File: src/rtl/bsfw_pkg.sv
`timescale 1ns / 1ps

package bsfw_pkg;

	localparam int FREE_W     = 16;
	localparam int FIT_W      = 16;
	localparam int ORIGIN_W   = 10;
	localparam int ORIGIN_SAT = 1023;
	localparam int GW_REG_W   = 5;
	localparam int SH_REG_W   = 3;
	localparam int SW_REG_W   = 5;
	localparam int SROW_W     = 16;
	localparam int SHAPE_REGS = 4;
	localparam int DATA_W     = 32;
	localparam int ADDR_W     = 5;

	localparam int GRID_COLS_MAX_DEF  = 16;
	localparam int SHAPE_ROWS_MAX_DEF = 4;
	localparam int MAX_ROWS_DEF       = 1024;

	localparam logic [GW_REG_W-1:0] GRID_WIDTH_RST   = 5'd16;
	localparam logic [SH_REG_W-1:0] SHAPE_HEIGHT_RST = 3'd1;
	localparam logic [SW_REG_W-1:0] SHAPE_WIDTH_RST  = 5'd1;

	typedef enum logic [2:0] {
		REG_GRID_WIDTH   = 3'd0,
		REG_SHAPE_HEIGHT = 3'd1,
		REG_SHAPE_WIDTH  = 3'd2,
		REG_SHAPE_ROW_A  = 3'd3,
		REG_SHAPE_ROW_B  = 3'd4,
		REG_SHAPE_ROW_C  = 3'd5,
		REG_SHAPE_ROW_D  = 3'd6
	} reg_idx_t;

	typedef struct packed {
		logic                full;
		logic [ORIGIN_W-1:0] origin;
	} win_stat_t;

endpackage

File: src/rtl/bsfw_lane.sv
`timescale 1ns / 1ps

module bsfw_lane import bsfw_pkg::*; #(
	parameter int LANE_IDX = 0,
	parameter int SR_ROWS  = 4,
	parameter int GW_W     = 5
) (
	input  logic [FREE_W-1:0]   win [SR_ROWS],
	input  logic [SROW_W-1:0]   sr  [SR_ROWS],
	input  logic [SW_REG_W-1:0] shape_width,
	input  logic [GW_W-1:0]     gw_sat,
	output logic                fit
);

	always_comb begin
		fit = ((LANE_IDX + int'(shape_width)) <= int'(gw_sat));
		for (int i = 0; i < SR_ROWS; i++) begin
			if (((win[i] >> LANE_IDX) & sr[i]) != sr[i]) begin
				fit = 1'b0;
			end
		end
	end

endmodule

File: src/rtl/bsfw_window.sv
`timescale 1ns / 1ps

module bsfw_window import bsfw_pkg::*; #(
	parameter int SHAPE_ROWS_MAX = SHAPE_ROWS_MAX_DEF,
	parameter int MAX_ROWS       = MAX_ROWS_DEF,
	localparam int HS_W    = $clog2(SHAPE_ROWS_MAX + 1),
	localparam int SR_ROWS = (SHAPE_ROWS_MAX < SHAPE_REGS) ? SHAPE_ROWS_MAX : SHAPE_REGS
) (
	input  logic              clk,
	input  logic              arst_n,
	input  logic              accept,
	input  logic [FREE_W-1:0] free_cells,
	input  logic              first_row,
	input  logic [HS_W-1:0]   h_sat,
	input  logic [FREE_W-1:0] col_mask,
	output logic [FREE_W-1:0] win [SR_ROWS],
	output win_stat_t         stat
);

	localparam int HIST_D = (SHAPE_ROWS_MAX > 1) ? SHAPE_ROWS_MAX - 1 : 1;
	localparam int CNT_W  = $clog2(MAX_ROWS + 1);

	logic [FREE_W-1:0] hist_q   [HIST_D];
	logic [FREE_W-1:0] hist_eff [HIST_D];
	logic [FREE_W-1:0] rows_all [SHAPE_ROWS_MAX];
	logic [CNT_W-1:0]  cnt_q;
	logic [CNT_W-1:0]  cnt_eff;
	logic [CNT_W-1:0]  cnt_nxt;
	logic [CNT_W-1:0]  org;

	always_comb begin
		for (int k = 0; k < HIST_D; k++) begin
			hist_eff[k] = first_row ? '0 : hist_q[k];
		end
		cnt_eff = first_row ? '0 : cnt_q;
		cnt_nxt = (int'(cnt_eff) < MAX_ROWS) ? cnt_eff + CNT_W'(1) : cnt_eff;
	end

	always_comb begin
		rows_all[0] = free_cells;
		for (int b = 1; b < SHAPE_ROWS_MAX; b++) begin
			rows_all[b] = hist_eff[b-1];
		end
		for (int i = 0; i < SR_ROWS; i++) begin
			win[i] = '0;
			for (int b = 0; b < SHAPE_ROWS_MAX; b++) begin
				if ((i + b < SHAPE_ROWS_MAX) && (HS_W'(i + b + 1) == h_sat)) begin
					win[i] = rows_all[b] & col_mask;
				end
			end
		end
	end

	always_comb begin
		org         = cnt_nxt - CNT_W'(h_sat);
		stat.full   = (h_sat != '0) && (cnt_nxt >= CNT_W'(h_sat));
		stat.origin = '0;
		if (stat.full) begin
			if (int'(org) > ORIGIN_SAT) begin
				stat.origin = ORIGIN_W'(ORIGIN_SAT);
			end else begin
				stat.origin = ORIGIN_W'(org);
			end
		end
	end

	always_ff @(posedge clk or negedge arst_n) begin
		if (!arst_n) begin
			cnt_q <= '0;
			for (int k = 0; k < HIST_D; k++) begin
				hist_q[k] <= '0;
			end
		end else if (accept) begin
			cnt_q     <= cnt_nxt;
			hist_q[0] <= free_cells;
			for (int k = 1; k < HIST_D; k++) begin
				hist_q[k] <= hist_eff[k-1];
			end
		end
	end

endmodule

File: src/rtl/binary_shape_fit_window_unit.sv
`timescale 1ns / 1ps

// binary shape fit window unit
// input channel: row_valid / row_ready carry one grid row per beat
//   (free_cells, first_row); first_row starts a new grid
// output channel: fit_valid / fit_ready carry one result beat per row
//   (window_full, origin_row, fit_mask)
// one lane per column offset tests the shape against the row window in the
//   cycle the row is taken; the lane results are merged into fit_mask
// output register: the result is registered as the row beat is accepted
// throughput: one row per cycle, sustained while fit_ready stays high
// stall: while a result waits and fit_ready is low, row_ready is low; a new
//   row is taken in the same cycle the waiting result leaves
// configuration: apb writes at byte address 4*i, reads return the register
// reset: arst_n clears the registers to their defaults, empties the output
//   register and starts a new grid
module binary_shape_fit_window_unit import bsfw_pkg::*; #(
	parameter int GRID_COLS_MAX  = GRID_COLS_MAX_DEF,
	parameter int SHAPE_ROWS_MAX = SHAPE_ROWS_MAX_DEF,
	parameter int MAX_ROWS       = MAX_ROWS_DEF
) (
	input  logic                clk,
	input  logic                arst_n,
	input  logic                psel,
	input  logic                penable,
	input  logic                pwrite,
	input  logic [ADDR_W-1:0]   paddr,
	input  logic [DATA_W-1:0]   pwdata,
	output logic [DATA_W-1:0]   prdata,
	output logic                pready,
	input  logic                row_valid,
	output logic                row_ready,
	input  logic [FREE_W-1:0]   free_cells,
	input  logic                first_row,
	output logic                fit_valid,
	input  logic                fit_ready,
	output logic                window_full,
	output logic [ORIGIN_W-1:0] origin_row,
	output logic [FIT_W-1:0]    fit_mask
);

	localparam int HS_W    = $clog2(SHAPE_ROWS_MAX + 1);
	localparam int GW_W    = $clog2(GRID_COLS_MAX + 1);
	localparam int SR_ROWS = (SHAPE_ROWS_MAX < SHAPE_REGS) ? SHAPE_ROWS_MAX : SHAPE_REGS;
	localparam int LANES   = (GRID_COLS_MAX < FIT_W) ? GRID_COLS_MAX : FIT_W;

	logic [GW_REG_W-1:0] grid_width_q;
	logic [SH_REG_W-1:0] shape_height_q;
	logic [SW_REG_W-1:0] shape_width_q;
	logic [SROW_W-1:0]   shape_row_q [SHAPE_REGS];

	logic                wr_en;
	reg_idx_t            reg_idx;
	logic [HS_W-1:0]     h_sat;
	logic [GW_W-1:0]     gw_sat;
	logic [FREE_W-1:0]   col_mask;
	logic [SROW_W-1:0]   sw_mask;
	logic [SROW_W-1:0]   sr [SR_ROWS];
	logic                any_star;
	logic                cfg_ok;
	logic [FREE_W-1:0]   win [SR_ROWS];
	win_stat_t           stat;
	logic [LANES-1:0]    lane_fit;
	logic [FIT_W-1:0]    fit_all;
	logic                accept;

	logic                fit_valid_q;
	logic                window_full_q;
	logic [ORIGIN_W-1:0] origin_row_q;
	logic [FIT_W-1:0]    fit_mask_q;

	// config port
	assign pready  = 1'b1;
	assign wr_en   = psel && penable && pwrite && pready;
	assign reg_idx = reg_idx_t'(paddr[4:2]);

	always_ff @(posedge clk or negedge arst_n) begin
		if (!arst_n) begin
			grid_width_q   <= GRID_WIDTH_RST;
			shape_height_q <= SHAPE_HEIGHT_RST;
			shape_width_q  <= SHAPE_WIDTH_RST;
			for (int i = 0; i < SHAPE_REGS; i++) begin
				shape_row_q[i] <= '0;
			end
		end else if (wr_en) begin
			case (reg_idx)
				REG_GRID_WIDTH:   grid_width_q   <= pwdata[GW_REG_W-1:0];
				REG_SHAPE_HEIGHT: shape_height_q <= pwdata[SH_REG_W-1:0];
				REG_SHAPE_WIDTH:  shape_width_q  <= pwdata[SW_REG_W-1:0];
				REG_SHAPE_ROW_A:  shape_row_q[0] <= pwdata[SROW_W-1:0];
				REG_SHAPE_ROW_B:  shape_row_q[1] <= pwdata[SROW_W-1:0];
				REG_SHAPE_ROW_C:  shape_row_q[2] <= pwdata[SROW_W-1:0];
				REG_SHAPE_ROW_D:  shape_row_q[3] <= pwdata[SROW_W-1:0];
				default: ;
			endcase
		end
	end

	always_comb begin
		case (reg_idx)
			REG_GRID_WIDTH:   prdata = DATA_W'(grid_width_q);
			REG_SHAPE_HEIGHT: prdata = DATA_W'(shape_height_q);
			REG_SHAPE_WIDTH:  prdata = DATA_W'(shape_width_q);
			REG_SHAPE_ROW_A:  prdata = DATA_W'(shape_row_q[0]);
			REG_SHAPE_ROW_B:  prdata = DATA_W'(shape_row_q[1]);
			REG_SHAPE_ROW_C:  prdata = DATA_W'(shape_row_q[2]);
			REG_SHAPE_ROW_D:  prdata = DATA_W'(shape_row_q[3]);
			default:          prdata = '0;
		endcase
	end

	// shape setup from config
	always_comb begin
		if (int'(shape_height_q) > SHAPE_ROWS_MAX) begin
			h_sat = HS_W'(SHAPE_ROWS_MAX);
		end else begin
			h_sat = HS_W'(shape_height_q);
		end
		if (int'(grid_width_q) > GRID_COLS_MAX) begin
			gw_sat = GW_W'(GRID_COLS_MAX);
		end else begin
			gw_sat = GW_W'(grid_width_q);
		end
		for (int c = 0; c < FREE_W; c++) begin
			col_mask[c] = (c < int'(gw_sat));
		end
		for (int c = 0; c < SROW_W; c++) begin
			sw_mask[c] = (c < int'(shape_width_q));
		end
		any_star = 1'b0;
		for (int i = 0; i < SR_ROWS; i++) begin
			sr[i]    = (i < int'(h_sat)) ? (shape_row_q[i] & sw_mask) : '0;
			any_star = any_star | (|sr[i]);
		end
		cfg_ok = any_star && (int'(shape_width_q) <= int'(gw_sat));
	end

	assign row_ready = !fit_valid_q || fit_ready;
	assign accept    = row_valid && row_ready;

	bsfw_window #(
		.SHAPE_ROWS_MAX (SHAPE_ROWS_MAX),
		.MAX_ROWS       (MAX_ROWS)
	) u_window (
		.clk        (clk),
		.arst_n     (arst_n),
		.accept     (accept),
		.free_cells (free_cells),
		.first_row  (first_row),
		.h_sat      (h_sat),
		.col_mask   (col_mask),
		.win        (win),
		.stat       (stat)
	);

	for (genvar z = 0; z < LANES; z++) begin : g_lane
		bsfw_lane #(
			.LANE_IDX (z),
			.SR_ROWS  (SR_ROWS),
			.GW_W     (GW_W)
		) u_lane (
			.win         (win),
			.sr          (sr),
			.shape_width (shape_width_q),
			.gw_sat      (gw_sat),
			.fit         (lane_fit[z])
		);
	end

	// merge lanes
	always_comb begin
		fit_all = '0;
		if (stat.full && cfg_ok) begin
			fit_all[LANES-1:0] = lane_fit;
		end
	end

	always_ff @(posedge clk or negedge arst_n) begin
		if (!arst_n) begin
			fit_valid_q <= 1'b0;
		end else if (accept) begin
			fit_valid_q <= 1'b1;
		end else if (fit_ready) begin
			fit_valid_q <= 1'b0;
		end
	end

	always_ff @(posedge clk) begin
		if (accept) begin
			window_full_q <= stat.full;
			origin_row_q  <= stat.origin;
			fit_mask_q    <= fit_all;
		end
	end

	assign fit_valid   = fit_valid_q;
	assign window_full = window_full_q;
	assign origin_row  = origin_row_q;
	assign fit_mask    = fit_mask_q;

endmodule

File: config.mk
export PLATFORM = sky130hd
export DESIGN_NAME = binary_shape_fit_window_unit
export DESIGN_NICKNAME = d
export VERILOG_FILES = /design/src/rtl/bsfw_pkg.sv /design/src/rtl/bsfw_lane.sv /design/src/rtl/bsfw_window.sv /design/src/rtl/binary_shape_fit_window_unit.sv
export SDC_FILE = /design/constraint.sdc
export NUM_CORES = 1
export LEC_CHECK = 0
export BUFFER_PORTS_ARGS = -buffer_cell sky130_fd_sc_hd__buf_2
export CAP_MARGIN = 20
export CORE_MARGIN = 2
export CORE_UTILIZATION = 30
export CTS_CLUSTER_SIZE = 10
export DETAILED_ROUTE_END_ITERATION = 7
export PLACE_DENSITY = 0.53
export SLEW_MARGIN = 20
export SYNTH_ARGS = -nofsm -noshare
export SYNTH_HDL_FRONTEND = slang
export SYNTH_SLANG_ARGS = --single-unit
File: constraint.sdc
create_clock -name clk -period 11.1 [get_ports clk]
set_clock_uncertainty 0.2 [all_clocks]
set_input_delay 0.555 -clock clk [delete_from_list [all_inputs] [get_ports clk]]
set_output_delay 0.555 -clock clk [all_outputs]
set_load 0.01 [all_outputs]
==> impl_metrics.yaml, run 1 <==
clock_network:
  clk_latency_ns: 0.50
  numClockSinks: 164
  cts_buffer_depth: 2
  cts_made_buffers: 17
  post_cts_buffers: 0
  cts_tree: "done"
  clk_pin_slew_ns: 0.07
  root_buffer: "clkbuf_16"
  cts_resized: 0
  cts.htree.levels: 4
placed_design:
  placed_cells: 2535
  placed_cell_area_um2: 16600
  gp_congestion: 1.05
  port_buffers: 87
  post-dp-hpwl_mm: 68.8
sta:
  rsz0062_at_grt: "false"
  max_freq_mhz: 174
  finalSetupViolCount: 0
  relSlewSlack_pct: 19.3
  period_share_pct: 51.6
  period_minus_slack_ns: 5.73
  hold_slack_ns: 0.0825
  setup-tns-final_ns: 0
  worst_slew_pin_slew_ns: 1.21
  finalMaxSlewViolations: 0
  hold_viol_final: 0
yosys:
  synth.distinct_cells: 99
  synthesis.area_um2: 15600
  synth-seq-cells: 164
  synth_edf_count: 27
  synth_compound_area_share_pct: 28.2
  yosysWarningCount: 0
  synth-main-ff-cell: "dfrtp_1"
  synth_mux_area_share_pct: 9.20
  synth_xor_area_share_pct: 1.91
  synth_top_family_by_area: "compound AO/OA/AOI/OAI gates"
  synth-seq-area-share_pct: 27.2
  synth_cells: 1861
  synthSimpleGateAreaFrac_pct: 21.6
  synth-adder-area-share_pct: 5.50
  synthArstFlopShare_pct: 83.5
  synth_area_per_cell_um2: 8.38
final_layout:
  final_cell_area_um2: 17200
  layout_common_cells: "190 x nand2_1, 132 x dfrtp_1, 105 x o21ai_0, 105 x mux2_2, 101 x a21oi_1"
  seq_area_um2: 4250
  finalNetCount: 2001
  nFillCells: 5497
  layout-drive-gt1-share_pct: 17.7
  multi_input_area_um2: 10500
  layout_commonest_cell: "nand2_1"
  synthToLayoutAreaGrowth_pct: 10.4
  final_cells: 2570
pwr:
  power_density_nw_per_um2: 219
  peakVddDrop_uv: 157
  p_leak_nw: 6.95
setup_path:
  crit_buf_inv: 2
  cp.depth: 10
  crit_path_max_fanout: 45
  crit_family: "compound AO/OA/AOI/OAI gates"
  cp_slowest_cell: "a21oi_1"
  worst_setup_path_end_kind: "register"
  path_class: "reg2reg"
  startpoint_type: "register"
  worstRegToRegCells: 10
  critPathMaxStageDelay_ns: 0.99
  critical_path_arrival_ns: 5.83
  crit_required_ns: 11.20
  path_cells: "buf_4 -> a21oi_1 -> nor2_1 -> and3_1 -> a2111oi_0 -> buf_4 -> nand3_1 -> nor3_1 -> nand3_1 -> a2111oi_4"
detailed_routing:
  drt_iter0_markers: 2169
  routed_wl_mm: 90.9
  avgViaCountPerCell: 6.69
  antenna_left: 0
  firstDrtPassIters: 8
  num_vias: 17200
  post-route-drc-count: 0
  wire_per_inst_um: 35.4
grt:
  grtUsageTotal_pct: 33.6
  grt_max_degree: 78
  grt_pass1_wl_mm: 128
  grt.overflow.total: 0
  antenna_found_initial: 4
  grt_pass1_vias: 16300
floorplan:
  row_count: 83
  fp.dieW_um: 232
  die_area_um2: 53800
  initial_core_util_pct: 30.3
  die_h_um: 232
  ios: 123
  core_area_um2: 51400
worst_hold_path:
  hold_path_depth: 2
  hold_class: "in2reg"
status:
  outcome: "complete, no violations"
flow_run:
  cap_violations: 0
[cells by family (layout without fill, tap and decap cells)]
group,count (synthesis),in the layout
DFF,164,164
xor gates and xnor gates,34,34
and+or+nand+nor,636,636
muxes,129,129
buffers and inverters,207,219
adders and majority gates,68,68
other,2,19
AOI/OAI and AO/OA,621,621
[cells in the mapped netlist, types with 27 or more instances]
cell type,count,area (um2)
nand3_1,78,390
dfrtp_1,134,3350
clkbuf_1,84,315
edfxtp_1,27,811
ha_1,63,788
a21oi_1,101,505
nor2_1,79,297
a22oi_1,29,218
and3_1,47,294
nand2_1,191,717
nor2b_1,45,282
o21ai_0,106,531
o22ai_1,76,475
nor3_1,27,135
a221oi_1,33,289
buf_2,30,150
mux2_2,105,1180
inv_1,43,161
[routing by layer]
layer	GRT usage (%)	vias to the layer above	share of wire [%]	wire length (um)
met5	0	-	0	0
met4	19.6	0	6.3	5740
met3	8.12	274	9.3	8480
met2	50.1	1118	43	39000
met1	44.0	8625	41	37700
li1	-	7179	-	-
[flip-flops by register name (all words and copies together) (netlist names)]
register         count
window_full          1
grid_width_q         5
shape_row_q         64
shape_height_q       3
fit_valid            1
u_window.hist_q     48
u_window.cnt_q      11
shape_width_q        5
fit_mask            16
origin_row          10
[power by group]
part / switching, mW / internal [mW] / leakage (nW)
combinational: 1.49 / 0.734 / 4.64
sequential: 0.171 / 0.723 / 2.00
clock: 0.287 / 0.366 / 0.311
total: 1.95 / 1.82 / 6.95
[metrics by stage]
step           total power [mW]  util (%)  setup slack, ns
2_1_floorplan              2.15         -             6.84
3_3_place_gp               3.01      32.2             5.56
3_5_place_dp               3.01      32.2             5.76
4_1_cts                    3.68      33.5             5.73
5_1_grt                    3.92      33.5             5.52
6_report                   3.77      33.5             5.37
[final timing paths]
kind                                           from             endpoint  slack (ns)
worst max register to register    shape_height_q[2]          fit_mask[7]        5.37
worst max-delay path              shape_height_q[2]          fit_mask[7]        5.37
worst min register to register  u_window.hist_q[13]  u_window.hist_q[13]        0.29
max in group asynchronous                    arst_n    shape_height_q[1]        8.85
min in group asynchronous                    arst_n    u_window.cnt_q[5]        0.42
worst min-delay path                      row_valid            fit_valid        0.08
[area by class of cell]
type,count,area share (%)
diodes,2,0.0290
clock buffers,18,2.55
clock inverters,14,1.09
inverters,43,0.937
multi-input cells,1505,60.7
flip-flops and latches,164,24.6
well taps,680,4.94
repair buffers,144,5.11
[repair_timing]
item | in CTS | in global routing
hold endpoints to repair | 60 | 0
setup endpoints to repair | 0 | 0
hold buffers | 1 | 0
No activity file was read; power rests on OpenSTA's default activity.
==> run 2: changes to the inputs <==
PLACE_DENSITY = 0.54   (was 0.53)
clock period = 4.9 ns   (was 11.1 ns; I/O delays follow)
==> impl_metrics.yaml, run 2 (same netlist as run 1, synthesis figures left out) <==
final_layout:
  finalNetCount: 2132
  layout_common_cells: "190 x nand2_1, 150 x buf_4, 132 x dfrtp_1"
  synthToLayoutAreaGrowth_pct: 17.2
  layout-drive-gt1-share_pct: 21.1
  final_cells: 2701
  nFillCells: 5400
  layout_commonest_cell: "nand2_1"
  largest_register_ffs: 64
  top_register: "shape_row_q"
clock_network:
  cts_tree: "done"
  clk_pin_slew_ns: 0.07
  root_buffer: "clkbuf_16"
  cts_made_buffers: 17
  numClockSinks: 164
  cts_resized: 0
  hold_buffers: 36
  cts.htree.levels: 4
  cts_buffer_depth: 2
  post_cts_buffers: 0
  clk_latency_ns: 0.51
detailed_routing:
  antenna_left: 0
  avgViaCountPerCell: 6.59
  num_vias: 17800
  post-route-drc-count: 0
  routed_wl_mm: 94.5
  firstDrtPassIters: 8
  wire_per_inst_um: 35.0
  drt_iter0_markers: 2297
pwr:
  p_leak_nw: 7.54
  power_density_nw_per_um2: 482
  pwr-share-clk_pct: 16.1
  combPwrFrac_pct: 60.5
  seq_power_share_pct: 23.4
  p_switching_mw: 4.56
  peakVddDrop_uv: 310
  swShare_pct: 51.7
  p_int_mw: 4.26
sta:
  relSlewSlack_pct: 26.6
  finalSetupViolCount: 0
  max_freq_mhz: 222
  hold_viol_final: 0
  setup-tns-final_ns: 0
  period_share_pct: 92.1
  finalMaxSlewViolations: 0
  period_minus_slack_ns: 4.51
  worst_slew_pin_slew_ns: 1.10
  rsz0062_at_grt: "false"
setup_path:
  crit_family: "simple AND/OR/NAND/NOR gates"
  path_class: "reg2reg"
  path_cells: "nor2_1 -> buf_4 -> nor2_1 -> nand2_1 -> buf_4 -> a222oi_1 -> o21ai_0 -> nor4_1 -> nand4b_1 -> and4b_1"
  worst_setup_path_end_kind: "register"
  cp_slowest_cell: "dfstp_2"
  crit_required_ns: 5.05
  cp.depth: 10
  startpoint_type: "register"
  crit_path_max_fanout: 17
  critPathMaxStageDelay_ns: 0.89
  worstRegToRegCells: 10
  critical_path_arrival_ns: 4.67
  crit_buf_inv: 2
floorplan:
  core_area_um2: 51400
  row_count: 83
  initial_core_util_pct: 30.3
  fp.dieW_um: 232
  die_h_um: 232
  die_area_um2: 53800
  ios: 123
grt:
  grt.overflow.total: 0
  grt_pass1_wl_mm: 133
  antenna_found_initial: 5
  grtUsageTotal_pct: 35.0
  grt_pass1_vias: 17000
  grt_max_degree: 69
flow_run:
  cap_violations: 0
placed_design:
  gp_congestion: 1.06
  placed_cells: 2631
  port_buffers: 87
  post-dp-hpwl_mm: 73.7
worst_hold_path:
  hold_class: "in2async"
status:
  outcome: "complete, no violations"
## run 2: area by class of cell
class                   instances  area (um2)  share of cell area, %
multi-input cells            1505       10400                   57.1
flip-flops and latches        164        4250                   23.2
repair buffers                275        1960                   10.7
well taps                     680         851                   4.65
clock buffers                  17         425                   2.33
clock inverters                15         184                   1.01
inverters                      43         161                  0.883
diodes                          2        5.00                 0.0274
## run 2: final timing paths
check                                    from            endpoint  slack [ns]
setup / recovery              grid_width_q[4]         fit_mask[3]        0.39
max in group asynchronous              arst_n     shape_row_q[53]        3.38
setup reg to reg              grid_width_q[4]         fit_mask[3]        0.39
hold / removal                         arst_n  u_window.hist_q[2]        0.12
min in group clk                      penable    shape_width_q[2]        0.14
hold reg to reg            u_window.hist_q[3]  u_window.hist_q[3]        0.29
## run 2: metrics by stage
stage                     total power, mW  utilization, %  setup slack (ns)  hold WS [ns]  instance area [um2]
final                                8.82            35.6             0.387         0.123                18300
after global routing                 9.15            35.6             0.320         0.175                18300
after CTS                            8.63            35.6             0.548        0.0914                18300
after detailed placement             7.14            33.7             0.586         0.101                17300
after global placement               7.15            33.6             0.556        0.0908                17300
after floorplan                      4.87               -             0.946        -0.251                15700
## run 2: routing by layer
layer  routed length (um)  vias up  track usage [%]
li1                     -     7443                -
met1                38300     8923             44.7
met2                41200     1137             53.3
met3                 8600      286             7.86
met4                 6400        2             21.9
met5                   12        -                0
## run 2: power by group through the flow
| stage | clock network, mW | registers [mW] | logic [mW] |
|---|---|---|---|
| 2_1_floorplan | 0 | 1.84 | 3.04 |
| 3_3_place_gp | 0 | 2.05 | 5.10 |
| 3_5_place_dp | 0 | 2.06 | 5.08 |
| 4_1_cts | 1.47 | 2.03 | 5.13 |
| 5_1_grt | 1.51 | 2.07 | 5.56 |
| 6_report | 1.42 | 2.06 | 5.34 |
==> run 3: changes to the inputs <==
CELL_PAD_IN_SITES_DETAIL_PLACEMENT = 1   (was not set)
CELL_PAD_IN_SITES_GLOBAL_PLACEMENT = 2   (was not set)
PLACE_DENSITY = 0.77   (was 0.54)
==> impl_metrics.yaml, run 3 (same netlist as run 1, synthesis figures left out) <==
worst_hold_path:
  hold_class: "in2reg"
  hold_path_depth: 2
  hp-start: "free_cells[15]"
  hold-path-endpoint: "u_window.hist_q[47]"
pwr:
  power_density_nw_per_um2: 489
  peakVddDrop_uv: 368
  p_leak_nw: 7.59
clock_network:
  clk_pin_slew_ns: 0.07
  hold_buffers: 34
  post_cts_buffers: 0
  numClockSinks: 164
  cts_tree: "done"
  cts_made_buffers: 17
  clk_latency_ns: 0.51
  cts_buffer_depth: 2
  cts_resized: 0
  root_buffer: "clkbuf_16"
  cts.htree.levels: 4
sta:
  period_minus_slack_ns: 4.29
  relSlewSlack_pct: 20.8
  finalSetupViolCount: 0
  finalMaxSlewViolations: 0
  rsz0062_at_grt: "false"
  setup-tns-final_ns: 0
  hold_viol_final: 0
  worst_slew_pin_slew_ns: 1.18
  max_freq_mhz: 233
  hold_slack_ns: 0.0517
  period_share_pct: 87.5
placed_design:
  placed_cells: 2642
  gp_congestion: 1.07
  port_buffers: 87
  post-dp-hpwl_mm: 74.7
  placed_cell_area_um2: 17400
final_layout:
  layout_commonest_cell: "nand2_1"
  nFillCells: 6083
  largest_register_ffs: 64
  final_cell_area_um2: 18400
  final_cells: 2713
  layout-drive-gt1-share_pct: 21.6
  finalNetCount: 2142
  top_register: "shape_row_q"
  synthToLayoutAreaGrowth_pct: 17.8
  layout_common_cells: "190 x nand2_1, 160 x buf_4, 132 x dfrtp_1"
status:
  outcome: "complete, no violations"
setup_path:
  critPathMaxStageDelay_ns: 1.01
  path_cells: "a21oi_1 -> buf_4 -> nor2_1 -> buf_4 -> nand3_1 -> o22ai_1 -> a221oi_1 -> o211ai_1 -> nor4_1"
  worstRegToRegCells: 9
  startpoint_type: "register"
  timing.rr.start: "shape_height_q[0]"
  cp_slowest_cell: "dfstp_2"
  rr_endpoint: "fit_mask[1]"
  crit_top_cell: "buf_4"
  crit_required_ns: 4.91
  rrSetupSlack_ns: 0.61
  worst_setup_path_end_kind: "register"
  path_class: "reg2reg"
  critical_path_arrival_ns: 4.30
  crit_path_max_fanout: 28
detailed_routing:
  avgViaCountPerCell: 6.60
  wire_per_inst_um: 35.4
  num_vias: 17900
  routed_wl_mm: 96.2
  drt_iter0_markers: 2126
  antenna_left: 0
  firstDrtPassIters: 6
  post-route-drc-count: 0
grt:
  grt_pass1_vias: 18200
  grtUsageTotal_pct: 35.7
  grt.overflow.total: 0
  antenna_found_initial: 3
  grt_max_degree: 102
  grt_pass1_wl_mm: 137
floorplan:
  die_h_um: 232
  core_area_um2: 51400
  ios: 123
  die_area_um2: 53800
  row_count: 83
  initial_core_util_pct: 30.3
  fp.dieW_um: 232
flow_run:
  cap_violations: 0
==> run 3: cell types whose count changed in the layout (fill, tap and decap cells not counted), moves of 2 or more <==
cell           previous run  this run
buf_4                   150       160
inv_6                     4         1
buf_12                    1         3
clkinv_8                  3         1
clkinvlp_4                1         3
diode_2                   2         4
dlygate4sd3_1            36        34
==> run 3: critical path, delay by kind of cell, from the launching register on <==
family / cells / cell delay, ns
AND/OR/NAND/NOR: 3 / 0.93
buffers and inverters: 2 / 0.48
AO/OA/AOI/OAI: 4 / 1.35
flip-flops: 1 / 1.01
==> run 3: area by class of cell <==
cell class / instances / area (um2) / area share (%)
flip-flops and latches: 164 / 4250 / 23.1
repair buffers: 285 / 2060 / 11.2
clock inverters: 14 / 173 / 0.940
multi-input cells: 1505 / 10500 / 56.9
clock buffers: 18 / 429 / 2.34
diodes: 4 / 10.0 / 0.0545
well taps: 680 / 851 / 4.63
inverters: 43 / 161 / 0.878
==> run 3: report_power, final <==
part	switching (mW)	internal (mW)	total [mW]
Sequential	0.425	1.64	2.06
Clock	0.673	0.765	1.44
Combinational	3.54	1.95	5.49
Total	4.64	4.35	8.99
==> run 3: how the worst max path moves through the flow <==
stage | start | endpoint | slack (ns)
3_3_place_gp | shape_height_q[0] | fit_mask[1] | 0.75
2_1_floorplan | first_row | fit_mask[7] | 0.95
4_1_cts | shape_height_q[0] | fit_mask[4] | 0.77
5_1_grt | shape_height_q[0] | fit_mask[4] | 0.48
6_report | shape_height_q[0] | fit_mask[1] | 0.61
3_5_place_dp | shape_width_q[3] | fit_mask[3] | 0.79
==> run 3: layer usage <==
metal  wire (um)  vias up  share of wire (%)  global-route usage, %
met2       42000     1073                 44                   55.0
met4        6680        0                6.9                   22.1
met3        8240      296                8.6                   8.15
li1            -     7455                  -                      -
met5           0        -                  0                      0
met1       39300     9079                 41                   45.0
==> run 3: per-stage QoR <==
stage	util [%]	power [mW]	worst slack [ns]
4_1_cts	35.7	8.78	0.768
3_5_place_dp	33.9	7.27	0.793
2_1_floorplan	-	4.87	0.946
3_3_place_gp	33.9	7.19	0.753
6_report	35.8	8.99	0.613
5_1_grt	35.7	9.33	0.484
